$ cat src/hw/rtl/assert_macros.svh
// Assertion helpers for the scheduler RTL (included by spts_ctrl).
`ifndef ASSERT_MACROS_SVH
`define ASSERT_MACROS_SVH
`ifndef SYNTHESIS
// antecedent holds -> consequent holds in the same cycle
`define SPTS_ASSERT_SAME(lbl, c, r, a, b, msg) \
    lbl: assert property (@(posedge c) disable iff (!r) (a) |-> (b)) else $error(msg);
// antecedent holds -> consequent holds in the following cycle
`define SPTS_ASSERT_NEXT(lbl, c, r, a, b, msg) \
    lbl: assert property (@(posedge c) disable iff (!r) (a) |=> (b)) else $error(msg);
`else
`define SPTS_ASSERT_SAME(lbl, c, r, a, b, msg)
`define SPTS_ASSERT_NEXT(lbl, c, r, a, b, msg)
`endif
`endif

$ cat src/hw/rtl/spts_pkg.sv
package spts_pkg;

    localparam int NUM_LEVELS_DEF  = 8;
    localparam int QUEUE_DEPTH_DEF = 16;

    localparam int ACT_W  = 2;
    localparam int ID_W   = 6;
    localparam int PRIO_W = 3;

    localparam int IN_TDATA_W  = 16;
    localparam int IN_TUSER_W  = ACT_W;
    localparam int OUT_TDATA_W = 16;

    typedef enum logic [ACT_W-1:0] {
        ACT_ADD   = 2'd0,
        ACT_BLOCK = 2'd1,
        ACT_SLICE = 2'd2
    } action_t;

    typedef enum logic [2:0] {
        ST_IDLE,
        ST_PUSH_RD,
        ST_PUSH_WR,
        ST_DISP_RD,
        ST_DISP_POP,
        ST_DISP_LOAD,
        ST_DONE
    } state_t;

    typedef struct packed {
        logic            dropped;
        logic            switched;
        logic            idle;
        logic [ID_W-1:0] running_task;
    } result_t;

endpackage

$ cat src/hw/rtl/spts_queue_mem.sv
// Ready-queue store: one ring of task ids per level, addressed {level, slot}.
module spts_queue_mem #(
    parameter int ADDR_W = 7
) (
    input  logic                      clk,
    input  logic                      we,
    input  logic [ADDR_W-1:0]         waddr,
    input  logic [spts_pkg::ID_W-1:0] wdata,
    input  logic                      re,
    input  logic [ADDR_W-1:0]         raddr,
    output logic [spts_pkg::ID_W-1:0] rdata
);

    localparam int DEPTH = 1 << ADDR_W;

    logic [spts_pkg::ID_W-1:0] mem [DEPTH];
    logic [spts_pkg::ID_W-1:0] rdata_reg;

    always_ff @(posedge clk)
    begin
        if (we)
        begin
            mem[waddr] <= wdata;
        end
    end

    always_ff @(posedge clk)
    begin
        if (re)
        begin
            rdata_reg <= mem[raddr];
        end
    end

    assign rdata = rdata_reg;

endmodule

$ cat src/hw/rtl/spts_level_mem.sv
// Per-level descriptor store {head, tail, count}; an entry never written reads as zero.
module spts_level_mem #(
    parameter int NUM_LEVELS = spts_pkg::NUM_LEVELS_DEF,
    parameter int ENTRY_W    = 13
) (
    input  logic                          clk,
    input  logic                          rst_n,
    input  logic                          we,
    input  logic [$clog2(NUM_LEVELS)-1:0] waddr,
    input  logic [ENTRY_W-1:0]            wdata,
    input  logic                          re,
    input  logic [$clog2(NUM_LEVELS)-1:0] raddr,
    output logic [ENTRY_W-1:0]            rdata
);

    logic [ENTRY_W-1:0]    mem [NUM_LEVELS];
    logic [ENTRY_W-1:0]    rdata_reg;
    logic [NUM_LEVELS-1:0] valid_reg;
    logic                  rd_valid_reg;

    always_ff @(posedge clk)
    begin
        if (we)
        begin
            mem[waddr] <= wdata;
        end
        if (re)
        begin
            rdata_reg <= mem[raddr];
        end
    end

    always_ff @(posedge clk or negedge rst_n)
    begin
        if (!rst_n)
        begin
            valid_reg    <= '0;
            rd_valid_reg <= 1'b0;
        end
        else
        begin
            if (we)
            begin
                valid_reg[waddr] <= 1'b1;
            end
            if (re)
            begin
                rd_valid_reg <= valid_reg[raddr];
            end
        end
    end

    assign rdata = rd_valid_reg ? rdata_reg : '0;

endmodule

$ cat src/hw/rtl/spts_ctrl.sv
// Event sequencer: read-modify-write of the level descriptors and the queue store.
`include "assert_macros.svh"

module spts_ctrl #(
    parameter int NUM_LEVELS  = spts_pkg::NUM_LEVELS_DEF,
    parameter int QUEUE_DEPTH = spts_pkg::QUEUE_DEPTH_DEF,
    parameter int LVL_W       = $clog2(NUM_LEVELS),
    parameter int PTR_W       = $clog2(QUEUE_DEPTH),
    parameter int CNT_W       = $clog2(QUEUE_DEPTH + 1),
    parameter int ENTRY_W     = 2 * PTR_W + CNT_W
) (
    input  logic                         clk,
    input  logic                         rst_n,
    // event side
    input  logic                         in_valid,
    output logic                         in_ready,
    input  logic [spts_pkg::ACT_W-1:0]   action,
    input  logic [spts_pkg::ID_W-1:0]    task_id,
    input  logic [spts_pkg::PRIO_W-1:0]  priority_req,
    // result side
    output logic                         res_valid,
    input  logic                         res_ready,
    output spts_pkg::result_t            res,
    // level descriptor store
    output logic                         lm_we,
    output logic [LVL_W-1:0]             lm_waddr,
    output logic [ENTRY_W-1:0]           lm_wdata,
    output logic                         lm_re,
    output logic [LVL_W-1:0]             lm_raddr,
    input  logic [ENTRY_W-1:0]           lm_rdata,
    // queue store
    output logic                         qm_we,
    output logic [LVL_W+PTR_W-1:0]       qm_waddr,
    output logic [spts_pkg::ID_W-1:0]    qm_wdata,
    output logic                         qm_re,
    output logic [LVL_W+PTR_W-1:0]       qm_raddr,
    input  logic [spts_pkg::ID_W-1:0]    qm_rdata
);

    localparam int SAT_W = (LVL_W > spts_pkg::PRIO_W) ? LVL_W : spts_pkg::PRIO_W;
    localparam logic [SAT_W-1:0] TOP_LVL   = SAT_W'(NUM_LEVELS - 1);
    localparam logic [PTR_W-1:0] LAST_SLOT = PTR_W'(QUEUE_DEPTH - 1);
    localparam logic [CNT_W-1:0] FULL_CNT  = CNT_W'(QUEUE_DEPTH);

    spts_pkg::state_t state_reg, state_next;

    logic [spts_pkg::ID_W-1:0] id_reg, id_next;
    logic [LVL_W-1:0]          lvl_reg, lvl_next;
    logic                      sel_cur_reg, sel_cur_next;
    logic [spts_pkg::ID_W-1:0] cur_id_reg, cur_id_next;
    logic [LVL_W-1:0]          cur_lvl_reg, cur_lvl_next;
    logic                      running_reg, running_next;
    logic                      switched_reg, switched_next;
    logic                      dropped_reg, dropped_next;
    logic [NUM_LEVELS-1:0]     nonempty_reg, nonempty_next;
    logic [LVL_W-1:0]          disp_lvl_reg, disp_lvl_next;

    logic [SAT_W-1:0]          req_ext;
    logic [LVL_W-1:0]          req_lvl;
    logic [LVL_W-1:0]          top_lvl;
    logic [PTR_W-1:0]          rd_head;
    logic [PTR_W-1:0]          rd_tail;
    logic [CNT_W-1:0]          rd_count;
    logic [PTR_W-1:0]          head_inc;
    logic [PTR_W-1:0]          tail_inc;
    logic                      lvl_full;
    logic [LVL_W-1:0]          push_lvl;
    logic [spts_pkg::ID_W-1:0] push_id;

    // saturate the requested level to the top implemented level
    assign req_ext = SAT_W'(priority_req);
    always_comb
    begin
        if (req_ext > TOP_LVL)
        begin
            req_lvl = TOP_LVL[LVL_W-1:0];
        end
        else
        begin
            req_lvl = req_ext[LVL_W-1:0];
        end
    end

    // highest non-empty level; later (higher) indexes win
    always_comb
    begin
        top_lvl = '0;
        for (int i = 0; i < NUM_LEVELS; i++)
        begin
            if (nonempty_reg[i])
            begin
                top_lvl = LVL_W'(i);
            end
        end
    end

    assign rd_head  = lm_rdata[ENTRY_W-1 -: PTR_W];
    assign rd_tail  = lm_rdata[CNT_W+PTR_W-1 -: PTR_W];
    assign rd_count = lm_rdata[CNT_W-1:0];
    assign head_inc = (rd_head == LAST_SLOT) ? '0 : rd_head + 1'b1;
    assign tail_inc = (rd_tail == LAST_SLOT) ? '0 : rd_tail + 1'b1;
    assign lvl_full = (rd_count >= FULL_CNT);
    assign push_lvl = sel_cur_reg ? cur_lvl_reg : lvl_reg;
    assign push_id  = sel_cur_reg ? cur_id_reg : id_reg;

    always_ff @(posedge clk or negedge rst_n)
    begin
        if (!rst_n)
        begin
            state_reg    <= spts_pkg::ST_IDLE;
            sel_cur_reg  <= 1'b0;
            cur_id_reg   <= '0;
            cur_lvl_reg  <= '0;
            running_reg  <= 1'b0;
            switched_reg <= 1'b0;
            dropped_reg  <= 1'b0;
            nonempty_reg <= '0;
        end
        else
        begin
            state_reg    <= state_next;
            sel_cur_reg  <= sel_cur_next;
            cur_id_reg   <= cur_id_next;
            cur_lvl_reg  <= cur_lvl_next;
            running_reg  <= running_next;
            switched_reg <= switched_next;
            dropped_reg  <= dropped_next;
            nonempty_reg <= nonempty_next;
        end
    end

    always_ff @(posedge clk)
    begin
        id_reg       <= id_next;
        lvl_reg      <= lvl_next;
        disp_lvl_reg <= disp_lvl_next;
    end

    always_comb
    begin
        state_next    = state_reg;
        id_next       = id_reg;
        lvl_next      = lvl_reg;
        sel_cur_next  = sel_cur_reg;
        cur_id_next   = cur_id_reg;
        cur_lvl_next  = cur_lvl_reg;
        running_next  = running_reg;
        switched_next = switched_reg;
        dropped_next  = dropped_reg;
        nonempty_next = nonempty_reg;
        disp_lvl_next = disp_lvl_reg;

        in_ready  = 1'b0;
        res_valid = 1'b0;
        lm_we     = 1'b0;
        lm_waddr  = push_lvl;
        lm_wdata  = {rd_head, tail_inc, rd_count + 1'b1};
        lm_re     = 1'b0;
        lm_raddr  = push_lvl;
        qm_we     = 1'b0;
        qm_waddr  = {push_lvl, rd_tail};
        qm_wdata  = push_id;
        qm_re     = 1'b0;
        qm_raddr  = {disp_lvl_reg, rd_head};

        unique case (state_reg)
            spts_pkg::ST_IDLE:
            begin
                in_ready = 1'b1;
                if (in_valid)
                begin
                    id_next       = task_id;
                    lvl_next      = req_lvl;
                    sel_cur_next  = 1'b0;
                    switched_next = 1'b0;
                    dropped_next  = 1'b0;
                    unique case (spts_pkg::action_t'(action))
                        spts_pkg::ACT_ADD:
                        begin
                            state_next = spts_pkg::ST_PUSH_RD;
                        end
                        spts_pkg::ACT_BLOCK:
                        begin
                            state_next = spts_pkg::ST_DISP_RD;
                        end
                        spts_pkg::ACT_SLICE:
                        begin
                            // requeue the running task first, if any
                            sel_cur_next = running_reg;
                            state_next   = running_reg ? spts_pkg::ST_PUSH_RD
                                                       : spts_pkg::ST_DISP_RD;
                        end
                        default:
                        begin
                            state_next = spts_pkg::ST_DONE;
                        end
                    endcase
                end
            end

            spts_pkg::ST_PUSH_RD:
            begin
                lm_re      = 1'b1;
                state_next = spts_pkg::ST_PUSH_WR;
            end

            spts_pkg::ST_PUSH_WR:
            begin
                if (lvl_full)
                begin
                    dropped_next = 1'b1;
                end
                else
                begin
                    lm_we                   = 1'b1;
                    qm_we                   = 1'b1;
                    nonempty_next[push_lvl] = 1'b1;
                end
                if (sel_cur_reg)
                begin
                    state_next = spts_pkg::ST_DISP_RD;
                end
                else if (lvl_full)
                begin
                    state_next = spts_pkg::ST_DONE;
                end
                else if (!running_reg || (lvl_reg > cur_lvl_reg))
                begin
                    // preempt: requeue the running task, then dispatch
                    sel_cur_next = running_reg;
                    state_next   = running_reg ? spts_pkg::ST_PUSH_RD
                                               : spts_pkg::ST_DISP_RD;
                end
                else
                begin
                    state_next = spts_pkg::ST_DONE;
                end
            end

            spts_pkg::ST_DISP_RD:
            begin
                if (nonempty_reg == '0)
                begin
                    cur_id_next   = '0;
                    cur_lvl_next  = '0;
                    running_next  = 1'b0;
                    switched_next = 1'b1;
                    state_next    = spts_pkg::ST_DONE;
                end
                else
                begin
                    disp_lvl_next = top_lvl;
                    lm_re         = 1'b1;
                    lm_raddr      = top_lvl;
                    state_next    = spts_pkg::ST_DISP_POP;
                end
            end

            spts_pkg::ST_DISP_POP:
            begin
                qm_re    = 1'b1;
                lm_we    = 1'b1;
                lm_waddr = disp_lvl_reg;
                lm_wdata = {head_inc, rd_tail, rd_count - 1'b1};
                if (rd_count == CNT_W'(1))
                begin
                    nonempty_next[disp_lvl_reg] = 1'b0;
                end
                state_next = spts_pkg::ST_DISP_LOAD;
            end

            spts_pkg::ST_DISP_LOAD:
            begin
                cur_id_next   = qm_rdata;
                cur_lvl_next  = disp_lvl_reg;
                running_next  = 1'b1;
                switched_next = 1'b1;
                state_next    = spts_pkg::ST_DONE;
            end

            spts_pkg::ST_DONE:
            begin
                res_valid = 1'b1;
                if (res_ready)
                begin
                    state_next = spts_pkg::ST_IDLE;
                end
            end

            default:
            begin
                state_next = spts_pkg::ST_IDLE;
            end
        endcase
    end

    assign res.running_task = running_reg ? cur_id_reg : '0;
    assign res.idle         = !running_reg;
    assign res.switched     = switched_reg;
    assign res.dropped      = dropped_reg;

    `SPTS_ASSERT_SAME(a_idle_id_zero, clk, rst_n, !running_reg, cur_id_reg == '0, "idle with nonzero task id")
    `SPTS_ASSERT_SAME(a_pop_nonempty, clk, rst_n, state_reg == spts_pkg::ST_DISP_POP, rd_count != '0, "dispatch from empty level")
    `SPTS_ASSERT_SAME(a_requeue_running, clk, rst_n, state_reg == spts_pkg::ST_PUSH_WR && sel_cur_reg, running_reg, "requeue while idle")
    `SPTS_ASSERT_NEXT(a_load_runs, clk, rst_n, state_reg == spts_pkg::ST_DISP_LOAD, running_reg && switched_reg, "dispatch did not start task")

endmodule

$ cat src/hw/rtl/static_priority_task_scheduler_core.sv
// Static priority task scheduler. One FIFO of task ids per priority level (larger level is
// higher priority) plus the running task. Each input transaction is one event, selected by
// s_axis_tuser: add a task (enqueue, preempt when idle or at a higher level), block the
// running task (dispatch again), or time-slice expiry (requeue the running task at its level
// tail, then dispatch). Dispatch pops the head of the highest non-empty level, or goes idle.
// Every event, including the unused action code, returns exactly one result transaction.
// Events are handled one at a time by a sequencer over two single-port-per-direction
// memories with registered read data. Each queue push and each pop is a read-modify-write
// of the level descriptor store. The result sits in an output register, so a new event is
// taken while the previous result still waits on m_axis_tready. No clearing pass after
// reset: level descriptors carry per-level valid bits.
module static_priority_task_scheduler_core #(
    parameter int NUM_LEVELS  = spts_pkg::NUM_LEVELS_DEF,
    parameter int QUEUE_DEPTH = spts_pkg::QUEUE_DEPTH_DEF
) (
    input  logic                               clk,
    input  logic                               rst_n,
    // event input
    input  logic                               s_axis_tvalid,
    output logic                               s_axis_tready,
    // [5:0] task_id, [8:6] priority_req, [15:9] zero
    input  logic [spts_pkg::IN_TDATA_W-1:0]    s_axis_tdata,
    // [1:0] action
    input  logic [spts_pkg::IN_TUSER_W-1:0]    s_axis_tuser,
    // result output
    output logic                               m_axis_tvalid,
    input  logic                               m_axis_tready,
    // [5:0] running_task, [6] idle, [7] switched, [8] dropped, [15:9] zero
    output logic [spts_pkg::OUT_TDATA_W-1:0]   m_axis_tdata
);

    localparam int LVL_W   = $clog2(NUM_LEVELS);
    localparam int PTR_W   = $clog2(QUEUE_DEPTH);
    localparam int CNT_W   = $clog2(QUEUE_DEPTH + 1);
    localparam int ENTRY_W = 2 * PTR_W + CNT_W;
    localparam int QA_W    = LVL_W + PTR_W;
    localparam int RES_W   = $bits(spts_pkg::result_t);

    logic                      res_valid;
    logic                      res_ready;
    spts_pkg::result_t         res;

    logic                      lm_we;
    logic [LVL_W-1:0]          lm_waddr;
    logic [ENTRY_W-1:0]        lm_wdata;
    logic                      lm_re;
    logic [LVL_W-1:0]          lm_raddr;
    logic [ENTRY_W-1:0]        lm_rdata;

    logic                      qm_we;
    logic [QA_W-1:0]           qm_waddr;
    logic [spts_pkg::ID_W-1:0] qm_wdata;
    logic                      qm_re;
    logic [QA_W-1:0]           qm_raddr;
    logic [spts_pkg::ID_W-1:0] qm_rdata;

    logic                      out_valid_reg;
    spts_pkg::result_t         out_data_reg;

    spts_ctrl #(
        .NUM_LEVELS  (NUM_LEVELS),
        .QUEUE_DEPTH (QUEUE_DEPTH),
        .LVL_W       (LVL_W),
        .PTR_W       (PTR_W),
        .CNT_W       (CNT_W),
        .ENTRY_W     (ENTRY_W)
    ) u_ctrl (
        .clk          (clk),
        .rst_n        (rst_n),
        .in_valid     (s_axis_tvalid),
        .in_ready     (s_axis_tready),
        .action       (s_axis_tuser[spts_pkg::ACT_W-1:0]),
        .task_id      (s_axis_tdata[spts_pkg::ID_W-1:0]),
        .priority_req (s_axis_tdata[spts_pkg::ID_W +: spts_pkg::PRIO_W]),
        .res_valid    (res_valid),
        .res_ready    (res_ready),
        .res          (res),
        .lm_we        (lm_we),
        .lm_waddr     (lm_waddr),
        .lm_wdata     (lm_wdata),
        .lm_re        (lm_re),
        .lm_raddr     (lm_raddr),
        .lm_rdata     (lm_rdata),
        .qm_we        (qm_we),
        .qm_waddr     (qm_waddr),
        .qm_wdata     (qm_wdata),
        .qm_re        (qm_re),
        .qm_raddr     (qm_raddr),
        .qm_rdata     (qm_rdata)
    );

    // head/tail/count per level
    spts_level_mem #(
        .NUM_LEVELS (NUM_LEVELS),
        .ENTRY_W    (ENTRY_W)
    ) u_level_mem (
        .clk   (clk),
        .rst_n (rst_n),
        .we    (lm_we),
        .waddr (lm_waddr),
        .wdata (lm_wdata),
        .re    (lm_re),
        .raddr (lm_raddr),
        .rdata (lm_rdata)
    );

    // task id rings, {level, slot}
    spts_queue_mem #(
        .ADDR_W (QA_W)
    ) u_queue_mem (
        .clk   (clk),
        .we    (qm_we),
        .waddr (qm_waddr),
        .wdata (qm_wdata),
        .re    (qm_re),
        .raddr (qm_raddr),
        .rdata (qm_rdata)
    );

    // output register: the sequencer hands over a result whenever this slot is free
    // or is being emptied in the same cycle
    assign res_ready = !out_valid_reg || m_axis_tready;

    always_ff @(posedge clk or negedge rst_n)
    begin
        if (!rst_n)
        begin
            out_valid_reg <= 1'b0;
        end
        else if (res_ready)
        begin
            out_valid_reg <= res_valid;
        end
    end

    always_ff @(posedge clk)
    begin
        if (res_ready && res_valid)
        begin
            out_data_reg <= res;
        end
    end

    assign m_axis_tvalid = out_valid_reg;
    assign m_axis_tdata  = {{(spts_pkg::OUT_TDATA_W - RES_W){1'b0}}, out_data_reg};

endmodule

$ cat config.mk
export PLATFORM = sky130hd
export DESIGN_NAME = static_priority_task_scheduler_core
export DESIGN_NICKNAME = d
export VERILOG_FILES = /design/src/hw/rtl/spts_pkg.sv /design/src/hw/rtl/spts_queue_mem.sv /design/src/hw/rtl/spts_level_mem.sv /design/src/hw/rtl/spts_ctrl.sv /design/src/hw/rtl/static_priority_task_scheduler_core.sv
export VERILOG_INCLUDE_DIRS = /design/src /design/src/hw/rtl
export SDC_FILE = /design/constraint.sdc
export NUM_CORES = 1
export LEC_CHECK = 0
export BUFFER_PORTS_ARGS = -buffer_cell sky130_fd_sc_hd__clkbuf_2
export CAP_MARGIN = 20
export CELL_PAD_IN_SITES_DETAIL_PLACEMENT = 1
export CELL_PAD_IN_SITES_GLOBAL_PLACEMENT = 1
export CORE_MARGIN = 2
export CORE_UTILIZATION = 35
export CTS_CLUSTER_SIZE = 20
export DETAILED_ROUTE_END_ITERATION = 16
export GPL_ROUTABILITY_DRIVEN = 0
export HOLD_SLACK_MARGIN = 0.02
export PLACE_DENSITY_LB_ADDON = 0.1
export SETUP_SLACK_MARGIN = 0.4
export SLEW_MARGIN = 40
export SYNTH_ARGS = -nofsm -noshare
export SYNTH_HDL_FRONTEND = slang
export SYNTH_SLANG_ARGS = --single-unit
$ cat constraint.sdc
create_clock -name clk -period 2.3 [get_ports clk]
set_input_delay 0.115 -clock clk [delete_from_list [all_inputs] [get_ports clk]]
set_output_delay 0.115 -clock clk [all_outputs]
set_load 0.02 [all_outputs]
After elaboration in Yosys (flattened, before gate mapping):

Memories as Yosys holds them, arrays and structs flattened. A register that Yosys moved wholly into a read port is not among the register bits.
Index checks and enable logic that the tools add are counted.
W data, S select, Z words.

* $add $sub $neg: 4
* multipliers: 0
* div/mod/pow operators: 0
* magnitude comparators: 10
* eq/ne operators: 17
* shifts and indexed selects: 0
* mux-type cells: 65
* bitwise gates (word level): 5
* reductions and logical operators: 23

Operator list (number)
* $mux W3: 14
* $mux W13: 2
* $mux W1: 24
* $pmux W3 S7: 1
* $lt A3 B4 Y1 const B: 4
* $mux W8: 2
* $or A8 B8 Y8: 2
* $pmux W8 S2: 1
* $mux W6: 2
* $pmux W6 S2: 1
* $pmux W1 S2: 5
* $reduce_and A2 Y1: 5
* $demux W1 S3: 3
* $eq A3 B3 Y1 const B: 3
* $ge A3 B1 Y1 const B: 3
* $pmux W3 S3: 1
* $reduce_and A3 Y1: 3
* $add A4 B1 Y4 const B: 2
* $and A8 B8 Y8: 1
* $eq A4 B4 Y1 const B: 2
* $logic_not A8 Y1: 1
* $mux W2: 4
* $mux W4: 2
* $not A8 Y8: 1
* 23 further kinds: 35

* flip-flop bits (word level): 55
* bits in latches: 0
* RAM bits: 872
* memory bits (read-only): 0
* input port bits: 22
* output and inout port bits: 18
* memories kept: 2

Memories
* u_queue_mem.mem: words 128, bits a word 6, read ports 1, clocked after Yosys merged registers in 1, wr ports 1, RTL line spts_queue_mem.sv:16 `logic [spts_pkg::ID_W-1:0] mem [DEPTH];`
* u_level_mem.mem: words 8, bits a word 13, read ports 1, clocked after Yosys merged registers in 1, wr ports 1, RTL line spts_level_mem.sv:16 `logic [ENTRY_W-1:0] mem [NUM_LEVELS];`

Longest topological paths before layout:

Gate-level depths: netlist (run 1).

* depth in word-level cells: 11
* depth in mapped cells: 12
* mapped depth without buffers: 9

By module:

From an unflattened synthesis (run 1), not the netlist that was laid out.

* cell total of the unflattened synthesis: 1759
* area total of the unflattened synthesis: 37489.7 µm²

Modules (own cells, without submodules)
* spts_queue_mem: instances 1, cells an instance 1271, area an instance 29983.8 µm²
* spts_level_mem: instances 1, cells an instance 214, area an instance 4785.8 µm²
* spts_ctrl: instances 1, cells an instance 253, area an instance 2339.7 µm²
* static_priority_task_scheduler_core: instances 1, cells an instance 21, area an instance 380.4 µm²

Worst setup path after synthesis (run 1):

OpenSTA, ideal clock, no wires.

* path kind: reg2reg
* start point: register u_ctrl.state_reg[0]
* end point: memory u_level_mem.mem[1][0] (enable)
* library setup time: 383 ps
* data arrival time: 2026 ps
* required time: 1917 ps
* path slack: -109 ps
* cell stages (with the launch flop): 8
* period minus slack after synthesis: 2409 ps
* cells stage by stage: dfrtp_1 -> buf_4 -> nor2_1 -> nand2_1 -> inv_1 -> clkbuf_1 -> a21oi_1 -> nor2_1

* longest elaborated chain between the ends: 4

Ends and longest elaborated chain
* from (decl): RTL line spts_ctrl.sv:45 `spts_pkg::state_t state_reg, state_next;`
* from (signal assigned): RTL line spts_ctrl.sv:110 `state_reg <= spts_pkg::ST_IDLE;`
* from (signal assigned): RTL line spts_ctrl.sv:121 `state_reg <= state_next;`
* $eq A3 B3 Y1 / $eq A3 B2 Y1 (equally long branches): RTL line spts_ctrl.sv:166 `unique case (state_reg)`
* $pmux W1 S2: RTL line spts_ctrl.sv:166
* $mux W1: RTL line spts_level_mem.sv:23 `if (we)`
* $mux W1 (implied by the code): RTL line spts_level_mem.sv:25 `mem[waddr] <= wdata;`
* to (decl): RTL line spts_level_mem.sv:16

Parallel ways exist; a longest one is shown, timed or not.

Worst setup path in the final report (run 1):

* start point: register u_level_mem.rdata_reg[9], read port of u_level_mem.mem
* end point: register u_queue_mem.rdata_reg, in the netlist u_queue_mem.rdata[2], read port of u_queue_mem.mem, data pin

* longest elaborated chain between the ends: 1

Ends and longest elaborated chain
* from (decl): RTL line spts_level_mem.sv:17 `logic [ENTRY_W-1:0] rdata_reg;`
* $mux W13: RTL line spts_level_mem.sv:53 `assign rdata = rd_valid_reg ? rdata_reg : '0;`
* to (decl): RTL line spts_queue_mem.sv:17 `logic [spts_pkg::ID_W-1:0] rdata_reg;`

No other way between the ends.
A chain may end at the register's enable or synchronous reset.

==> results.yml, run 1 <==
timing:
  rsz0062_at_grt: "true"
  timing.final.crit_share_pct: 125
  finalCriticalPeriod_ps: 2870
  tightestPinTransition_ps: 889
  skew_ps: 22.7
  final-hold-violation-count: 0
  fmax_mhz: 349
  fin_ws_ps: -565
  slew_headroom_pct: 40.8
  finalMaxSlewViolations: 0
  setup_viol: 314
routing:
  wirelength_um: 127000
  route.detailed.wl_per_inst_um: 28.5
  postRouteAntennaNets: 0
  drt_first_pass_iters: 5
  avgViaCountPerCell: 5.46
  first_iter_violations: 1879
  drc: 0
  dr_total_vias: 24200
place:
  hpwl_um: 76700
  io_buffers: 25
  place_ws_ps: -807
  placed_area_um2: 44000
  placed_cells_incl_taps: 4146
critical_path:
  critPathTopFamily: "compound AO/OA/AOI/OAI gates"
  path_class: "flip-flop to flip-flop"
  cp.required_ps: 2720
  cpMaxStageDelayCell: "or4_4"
  crit_path_end_kind: "flip-flop"
  cp_cell_sequence: "buf_12 -> buf_16 -> and2_4 -> buf_6 -> a221oi_2 -> a21oi_1 -> o211ai_1 -> o22ai_1 -> or4_4"
  slowest_delay_ps: 540
  crit_path_start_kind: "flip-flop"
  critical_path_arrival_ps: 3280
  cp_num_buf_inv: 3
  crit_fanout: 6
die:
  die_x_um: 334
  fp-row-count: 121
  start_util_pct: 35.2
  io_pins: 40
  core_area_um2: 108000
  dieArea_um2: 112000
  die_h_um: 334
layout:
  multi_input_area_um2: 10900
  fin_util_pct: 47.0
  largest_reg_flops: 768
  fin_nets: 2968
  ff_latch_area_um2: 28200
  drive_gt1_share_pct: 37.8
  diodes: 0
  final_cell_count_no_fill: 4437
  areaGrowthSynthToFinish_pct: 33.6
  final_cell_area_um2: 50900
  n_fill_cell: 10300
worst_hold_path:
  hold_path_class: "primary input to flip-flop"
clock_network:
  cts.sinks: 946
  htreeDepth: 3
  cts_tree: "built"
  insertion_delay_ps: 680
  cts_buffers: 105
  cts_root_buf: "clkbuf_16"
  cts_buffer_depth: 3
  path_clk_slew_ps: 60
global_route:
  grt_antenna_before_repair: 4
  grt_max_degree: 129
  grt_pass1_vias: 25300
  grt_pass1_wl_um: 181000
  overflow: 0
  grt_usage_pct: 22.4
synth:
  synthArstFlopShare_pct: 3.59
  synth_area_leaders: "edfxtp_1, mux2i_1, mux2_2"
  ys.warnings.count: 0
  synth_top_area_share_pct: 71.8
  synth_edf_count: 912
  synth_seq_cells: 946
  netlist.top_cell.by_area: "edfxtp_1"
  synth_cells: 2407
  seq_area_frac_synth_pct: 74.1
  synth.avg_cell_area_um2: 15.8
  ys_types: 59
  syn_area_um2: 38100
  synth_flop_cell: "edfxtp_1"
job:
  max_cap_violations: 0
status:
  outcome: "complete, but fails checks"
  violations: "setup timing"
power:
  leakage_nw: 17.6
  cellPowerDensity_nw_per_um2: 1360
  power_mw: 69.3
  irDropWorstVdd_uv: 867
==> layout by cell type, fill, tap and decap left out, types with 10 or more instances in the layout <==
master | netlist | layout
o21ai_2 | 1 | 11
edfxtp_1 | 912 | 912
nand2_1 | 133 | 111
buf_4 | 24 | 294
nand3_1 | 22 | 19
a21oi_2 | 0 | 18
clkbuf_1 | 82 | 32
clkbuf_2 | 0 | 25
nor2_1 | 199 | 83
nor2_4 | 0 | 101
mux2i_1 | 126 | 122
a211oi_1 | 24 | 18
nand2_2 | 0 | 11
o2bb2ai_1 | 20 | 20
buf_12 | 0 | 86
nor2_2 | 0 | 15
o21ai_0 | 93 | 55
buf_6 | 8 | 133
clkbuf_16 | 0 | 115
buf_16 | 0 | 18
clkinv_1 | 0 | 15
a21oi_1 | 174 | 156
bufinv_16 | 0 | 10
mux2_4 | 1 | 26
mux2_2 | 99 | 74
o211ai_1 | 46 | 46
inv_1 | 20 | 18
dlygate4sd3_1 | 0 | 16
a222oi_1 | 16 | 16
a22oi_1 | 21 | 16
a22o_1 | 22 | 22
a221oi_1 | 108 | 63
o21ai_1 | 5 | 32
a221oi_2 | 0 | 44
dfrtp_1 | 34 | 33
clkinv_2 | 0 | 16
mux4_2 | 32 | 32
==> metal layers <==
metal  wire, µm  GRT usage (%)
met1      54400           30.1
met2      62100           37.3
met3       6640           3.82
met4       3530           6.18
met5          0              0
==> cells by family after synthesis <==
logic type | after synthesis | synth area share (%)
XOR/XNOR | 7 | 0.161
multiplexers | 259 | 8.22
flip-flops | 946 | 74.1
AO/OA/AOI/OAI | 579 | 10.3
AND/OR/NAND/NOR | 413 | 4.59
adder cells (fa/ha/maj) | 8 | 0.263
other | 1 | 0.00983
buffers and inverters | 194 | 2.45
==> final cells by class <==
| type | instances | share of cell area (%) |
|---|---|---|
| sequential | 946 | 55.4 |
| multi-input combinational | 1274 | 21.3 |
| timing repair buffer | 589 | 12.9 |
| clock buffer | 147 | 5.73 |
| tap | 1414 | 3.47 |
| clock inverter | 45 | 0.936 |
| inverter | 22 | 0.177 |
==> path summary, 6_finish.rpt <==
check | startpoint | to | slack (ps) | cells past startpoint
setup / recovery | u_level_mem.rdata_reg[9] | u_queue_mem.rdata[2] | -570 | 9
hold / removal | s_axis_tdata[6] | u_ctrl.lvl_reg[0] | 170 | 2
setup reg to reg | u_level_mem.rdata_reg[9] | u_queue_mem.rdata[2] | -570 | 9
hold reg to reg | u_ctrl.switched_reg | m_axis_tdata[7] | 450 | 0
max in group asynchronous | rst_n | u_level_mem.rd_valid_reg | 1350 | 4
min in group asynchronous | rst_n | u_level_mem.valid_reg[0] | 580 | 4
==> Yosys cell counts, types with 20 or more instances <==
cell type / instances
edfxtp_1: 912
nor2_1: 199
a21oi_1: 174
nand2_1: 133
mux2i_1: 126
a221oi_1: 108
mux2_2: 99
o21ai_0: 93
clkbuf_1: 82
o211ai_1: 46
buf_2: 45
dfrtp_1: 34
mux4_2: 32
a211oi_1: 24
buf_4: 24
a22o_1: 22
nand3_1: 22
a22oi_1: 21
inv_1: 20
o2bb2ai_1: 20
==> through the flow <==
step	TNS [ps]	hold slack (ps)
2_1_floorplan	0	-181
3_3_place_gp	-23300	197
3_5_place_dp	-26930	204
4_1_cts	-5600	122
5_1_grt	-62390	137
6_report	-12660	170
==> power by group <==
group / internal [mW] / switching (mW)
sequential: 22.6 / 0.631
clock: 9.91 / 6.82
combinational: 12.1 / 17.3
==> timing repair <==
item                                    in CTS  in global routing
pin swaps                                   80                112
endpoints found under the setup margin     997               1033
resized for setup                          289                273
hold buffers                                16                  0
cloned                                      17                  7
endpoints found under the hold margin       50                  0
buffers inserted                            46                 13
Note: power is estimated with default switching activity, not from simulation.
==> inputs of run 2 (changes only) <==
Settings changed: SKIP_CTS_REPAIR_TIMING from default to 1.
==> results.yml, run 2 (same netlist as run 1, synthesis figures left out) <==
status:
  outcome: "complete, but fails checks"
  violations: "setup timing"
die:
  dieArea_um2: 112000
  fp-row-count: 121
  die_h_um: 334
  start_util_pct: 35.2
  core_area_um2: 108000
  io_pins: 40
  die_x_um: 334
global_route:
  overflow: 0
  grt_use_met3_pct: 3.16
  grt_antenna_before_repair: 6
  grt_usage_pct: 21.2
  gr-usage-met2_pct: 35.4
  grt_pass1_wl_um: 173000
  met1_usage_pct: 29.1
  grt_max_degree: 129
  grt_busiest_layer: "met2"
  grt_pass1_vias: 24600
critical_path:
  crit_path_start_kind: "flip-flop"
  cp.required_ps: 2720
  crit_fanout: 9
  cpMaxStageDelayCell: "or4_1"
  path_class: "flip-flop to flip-flop"
  crit_path_end_kind: "flip-flop"
  slowest_delay_ps: 550
  critical_path_arrival_ps: 3330
  cp_cell_sequence: "buf_12 -> buf_4 -> buf_12 -> mux2_2 -> a221oi_2 -> o21ai_1 -> buf_4 -> o211ai_1 -> o22ai_1 -> or4_1"
power:
  cellPowerDensity_nw_per_um2: 1370
  irDropWorstVdd_uv: 874
  leakage_nw: 17.4
  power_mw: 68.5
clock_network:
  path_clk_slew_ps: 60
  cts.sinks: 946
  htreeDepth: 3
  cts_buffers: 105
  cts_root_buf: "clkbuf_16"
  cts_buffer_depth: 3
  cts_tree: "built"
  insertion_delay_ps: 690
place:
  io_buffers: 25
  placed_area_um2: 44000
  hpwl_um: 76700
timing:
  rsz0062_at_grt: "true"
  slew_headroom_pct: 40.8
  final-hold-violation-count: 0
  tightestPinTransition_ps: 888
  fin_ws_ps: -610
  skew_ps: 25.3
  finalCriticalPeriod_ps: 2910
  fmax_mhz: 344
  finalMaxSlewViolations: 0
  setup_viol: 713
  timing.final.crit_share_pct: 127
worst_hold_path:
  hold_path_class: "primary input to async pin"
layout:
  layout_commonest_cell: "edfxtp_1"
  final_cell_area_um2: 50100
  largest_reg_flops: 768
  areaGrowthSynthToFinish_pct: 31.4
  fin_nets: 2960
  fin_util_pct: 46.2
  drive_gt1_share_pct: 35.8
  final_cell_mix: "edfxtp_1, buf_4, a21oi_1"
routing:
  dr_total_vias: 24100
  postRouteAntennaNets: 0
  avgViaCountPerCell: 5.44
  drt_first_pass_iters: 7
  drc: 0
  first_iter_violations: 1986
  wirelength_um: 127000
  route.detailed.wl_per_inst_um: 28.6
job:
  max_cap_violations: 0
-- run 2: cell types whose count changed in the layout (fill, tap and decap cells not counted), sizes merged --
| cell | change |
|---|---|
| clkinv | -1 |
| inv | +1 |
| buf | -17 |
| nor2b | +1 |
| diode | +1 |
| bufbuf | -3 |
| clkbuf | +12 |
| dlygate4sd3 | -1 |
-- run 2: report_power, final --
| part | internal [mW] | switching, mW |
|---|---|---|
| combinational | 11.6 | 17.0 |
| clock | 9.91 | 6.80 |
| sequential | 22.6 | 0.627 |
-- run 2: area by class of cell --
class,instances,area [µm²]
inverters,22,90.1
fillers,10400,58300
multi-input cells,1275,10400
clock inverters,45,477
flip-flops and latches,946,28200
well taps,1414,1770
clock buffers,147,2920
repair buffers,580,6180
diodes,1,2.50
-- run 2: critical path: cells and delay by family, from the launching register on --
| kind | cells | cell delay [ps] |
|---|---|---|
| muxes | 1 | 290 |
| DFF | 1 | 410 |
| AOI/OAI and AO/OA | 4 | 760 |
| and+or+nand+nor | 1 | 550 |
| buffers and inverters | 4 | 620 |
-- run 2: routing by layer --
metal / routed length (µm) / up-vias
met3: 6010 / 154
met4: 3040 / 0
met1: 55400 / 12700
met2: 62100 / 633
met5: 0 / -
li1: - / 10600
-- run 2: path summary, 6_finish.rpt --
check                                          from                        to  slack, ps  depth (start not counted)
max in group asynchronous                     rst_n  u_level_mem.rd_valid_reg       1900                          3
hold / removal                                rst_n  u_level_mem.valid_reg[0]         20                          3
min in group clk                    s_axis_tdata[0]          u_ctrl.id_reg[0]        170                          2
setup reg to reg           u_level_mem.rdata_reg[9]      u_queue_mem.rdata[5]       -610                         10
setup / recovery           u_level_mem.rdata_reg[9]      u_queue_mem.rdata[5]       -610                         10
hold reg to reg                 u_ctrl.switched_reg           m_axis_tdata[7]        450                          0
-- run 2: through the flow --
| step | setup WS (ps) | setup TNS, ps | hold slack, ps | instances |
|---|---|---|---|---|
| 2_1_floorplan | 22.8 | 0 | -181 | 2413 |
| 3_3_place_gp | -791 | -23300 | 197 | 4146 |
| 3_5_place_dp | -807 | -26930 | 204 | 4146 |
| 4_1_cts | -824 | -36710 | -534 | 4338 |
| 5_1_grt | -682 | -102760 | 61.3 | 4430 |
| 6_report | -610 | -57830 | 23.7 | 4430 |
==> inputs of run 3 (changes only) <==
Settings changed: CORE_UTILIZATION 35 to 54, CTS_CLUSTER_SIZE 20 to 24.
Clock period 2.3 ns to 2.8 ns, I/O delays scaled along.
==> results.yml, run 3 (same netlist as run 1, synthesis figures left out) <==
routing:
  route.detailed.wl_per_inst_um: 30.5
  drc: 0
  first_iter_violations: 2904
  avgViaCountPerCell: 6.35
  wirelength_um: 115000
  drt_first_pass_iters: 6
  postRouteAntennaNets: 0
  dr_total_vias: 23900
die:
  fp-row-count: 97
  core_area_um2: 70000
  die_h_um: 270
  die_x_um: 270
  start_util_pct: 54.4
  io_pins: 40
  dieArea_um2: 72800
timing:
  timing.final.crit_share_pct: 105
  fin_ws_ps: -131
  tightestPinTransition_ps: 835
  skew_ps: 29.6
  rsz0062_at_grt: "true"
  final-hold-violation-count: 0
  slew_headroom_pct: 43.9
  finalCriticalPeriod_ps: 2930
  setup_viol: 5
  fmax_mhz: 341
  finalMaxSlewViolations: 0
global_route:
  grt_max_degree: 129
  grt_antenna_before_repair: 0
  gr-usage-met2_pct: 49.6
  met1_usage_pct: 40.6
  grt_busiest_layer: "met2"
  grt_pass1_vias: 24800
  grt_pass1_wl_um: 162000
  grt_use_met3_pct: 5.03
  overflow: 0
  grt_usage_pct: 30.0
layout:
  n_fill_cell: 6171
  ff_latch_area_um2: 28200
  drive_gt1_share_pct: 27.1
  diodes: 0
  areaGrowthSynthToFinish_pct: 20.1
  layout_commonest_cell: "edfxtp_1"
  final_cell_mix: "edfxtp_1, buf_4, nor2_1"
  multi_input_area_um2: 9470
  fin_nets: 2774
  fin_util_pct: 65.4
  largest_reg_flops: 768
place:
  io_buffers: 25
  hpwl_um: 68300
clock_network:
  htreeDepth: 3
  cts_root_buf: "clkbuf_16"
  cts_buffers: 96
  cts_buffer_depth: 3
  insertion_delay_ps: 660
  cts_tree: "built"
  cts.sinks: 946
  path_clk_slew_ps: 60
critical_path:
  crit_path_end_kind: "flip-flop"
  crit_path_start_kind: "flip-flop"
  cp_cell_sequence: "buf_6 -> buf_8 -> and2_4 -> buf_12 -> buf_4 -> a221oi_4 -> a21oi_2 -> o211ai_1 -> o22ai_2 -> or4_1"
  critical_path_arrival_ps: 3320
  cpMaxStageDelayCell: "or4_1"
  cp.required_ps: 3190
  path_class: "flip-flop to flip-flop"
  slowest_delay_ps: 500
  crit_fanout: 11
status:
  violations: "setup timing"
  outcome: "complete, but fails checks"
power:
  irDropWorstVdd_uv: 662
  leakage_nw: 15.7
  power_mw: 51.7
  cellPowerDensity_nw_per_um2: 1130
job:
  max_cap_violations: 0
worst_hold_path:
  hold_path_class: "primary input to async pin"
-- run 3: report_power, final --
group          internal, mW  switching (mW)  leakage (nW)
combinational          7.24            12.5          5.58
sequential             18.6           0.562          8.65
clock                  7.30            5.46          1.51
total                  33.2            18.6          15.7
-- run 3: per-stage QoR --
step                      setup TNS [ps]  hold slack, ps  setup slack, ps  instance area (µm²)  instances
after floorplan                        0            -156              391                38200       2413
after global placement             -1400             321             -364                41400       3519
after detailed placement           -1810             185             -410                41500       3519
after CTS                          -2130            -504             -464                44500       3694
after global routing                -510            96.9             -114                45800       3761
final                               -277            47.1             -131                45800       3761
-- run 3: area by class of cell --
class	instances	area share [%]
clock buffers	123	5.51
clock inverters	52	1.20
repair buffers	405	8.21
multi-input cells	1273	20.7
well taps	940	2.57
flip-flops and latches	946	61.6
inverters	22	0.194
-- run 3: final timing paths --
kind / slack, ps / end / start / depth (start not counted)
setup / recovery: -130 / u_queue_mem.rdata[5] / u_level_mem.rdata_reg[9] / 10
hold / removal: 50 / u_level_mem.valid_reg[5] / rst_n / 2
setup reg to reg: -130 / u_queue_mem.rdata[5] / u_level_mem.rdata_reg[9] / 10
hold reg to reg: 470 / u_level_mem.valid_reg[2] / u_level_mem.valid_reg[2] / 1
max in group asynchronous: 2330 / u_ctrl.sel_cur_reg / rst_n / 2
min in group clk: 220 / u_ctrl.id_reg[3] / s_axis_tdata[3] / 2
-- run 3: critical path, delay by kind of cell, from the launching register on --
kind / cells / cell delay [ps]
compound gates: 4 / 920
simple gates: 2 / 710
buf+inv: 4 / 630
flops: 1 / 390
-- run 3: metal layers --
layer	vias to the layer above	share of wire (%)	wire (µm)
met5	-	0	0
met2	1013	49	56500
met3	233	6.9	7970
li1	10200	-	-
met1	12500	40	46200
met4	0	3.6	4150
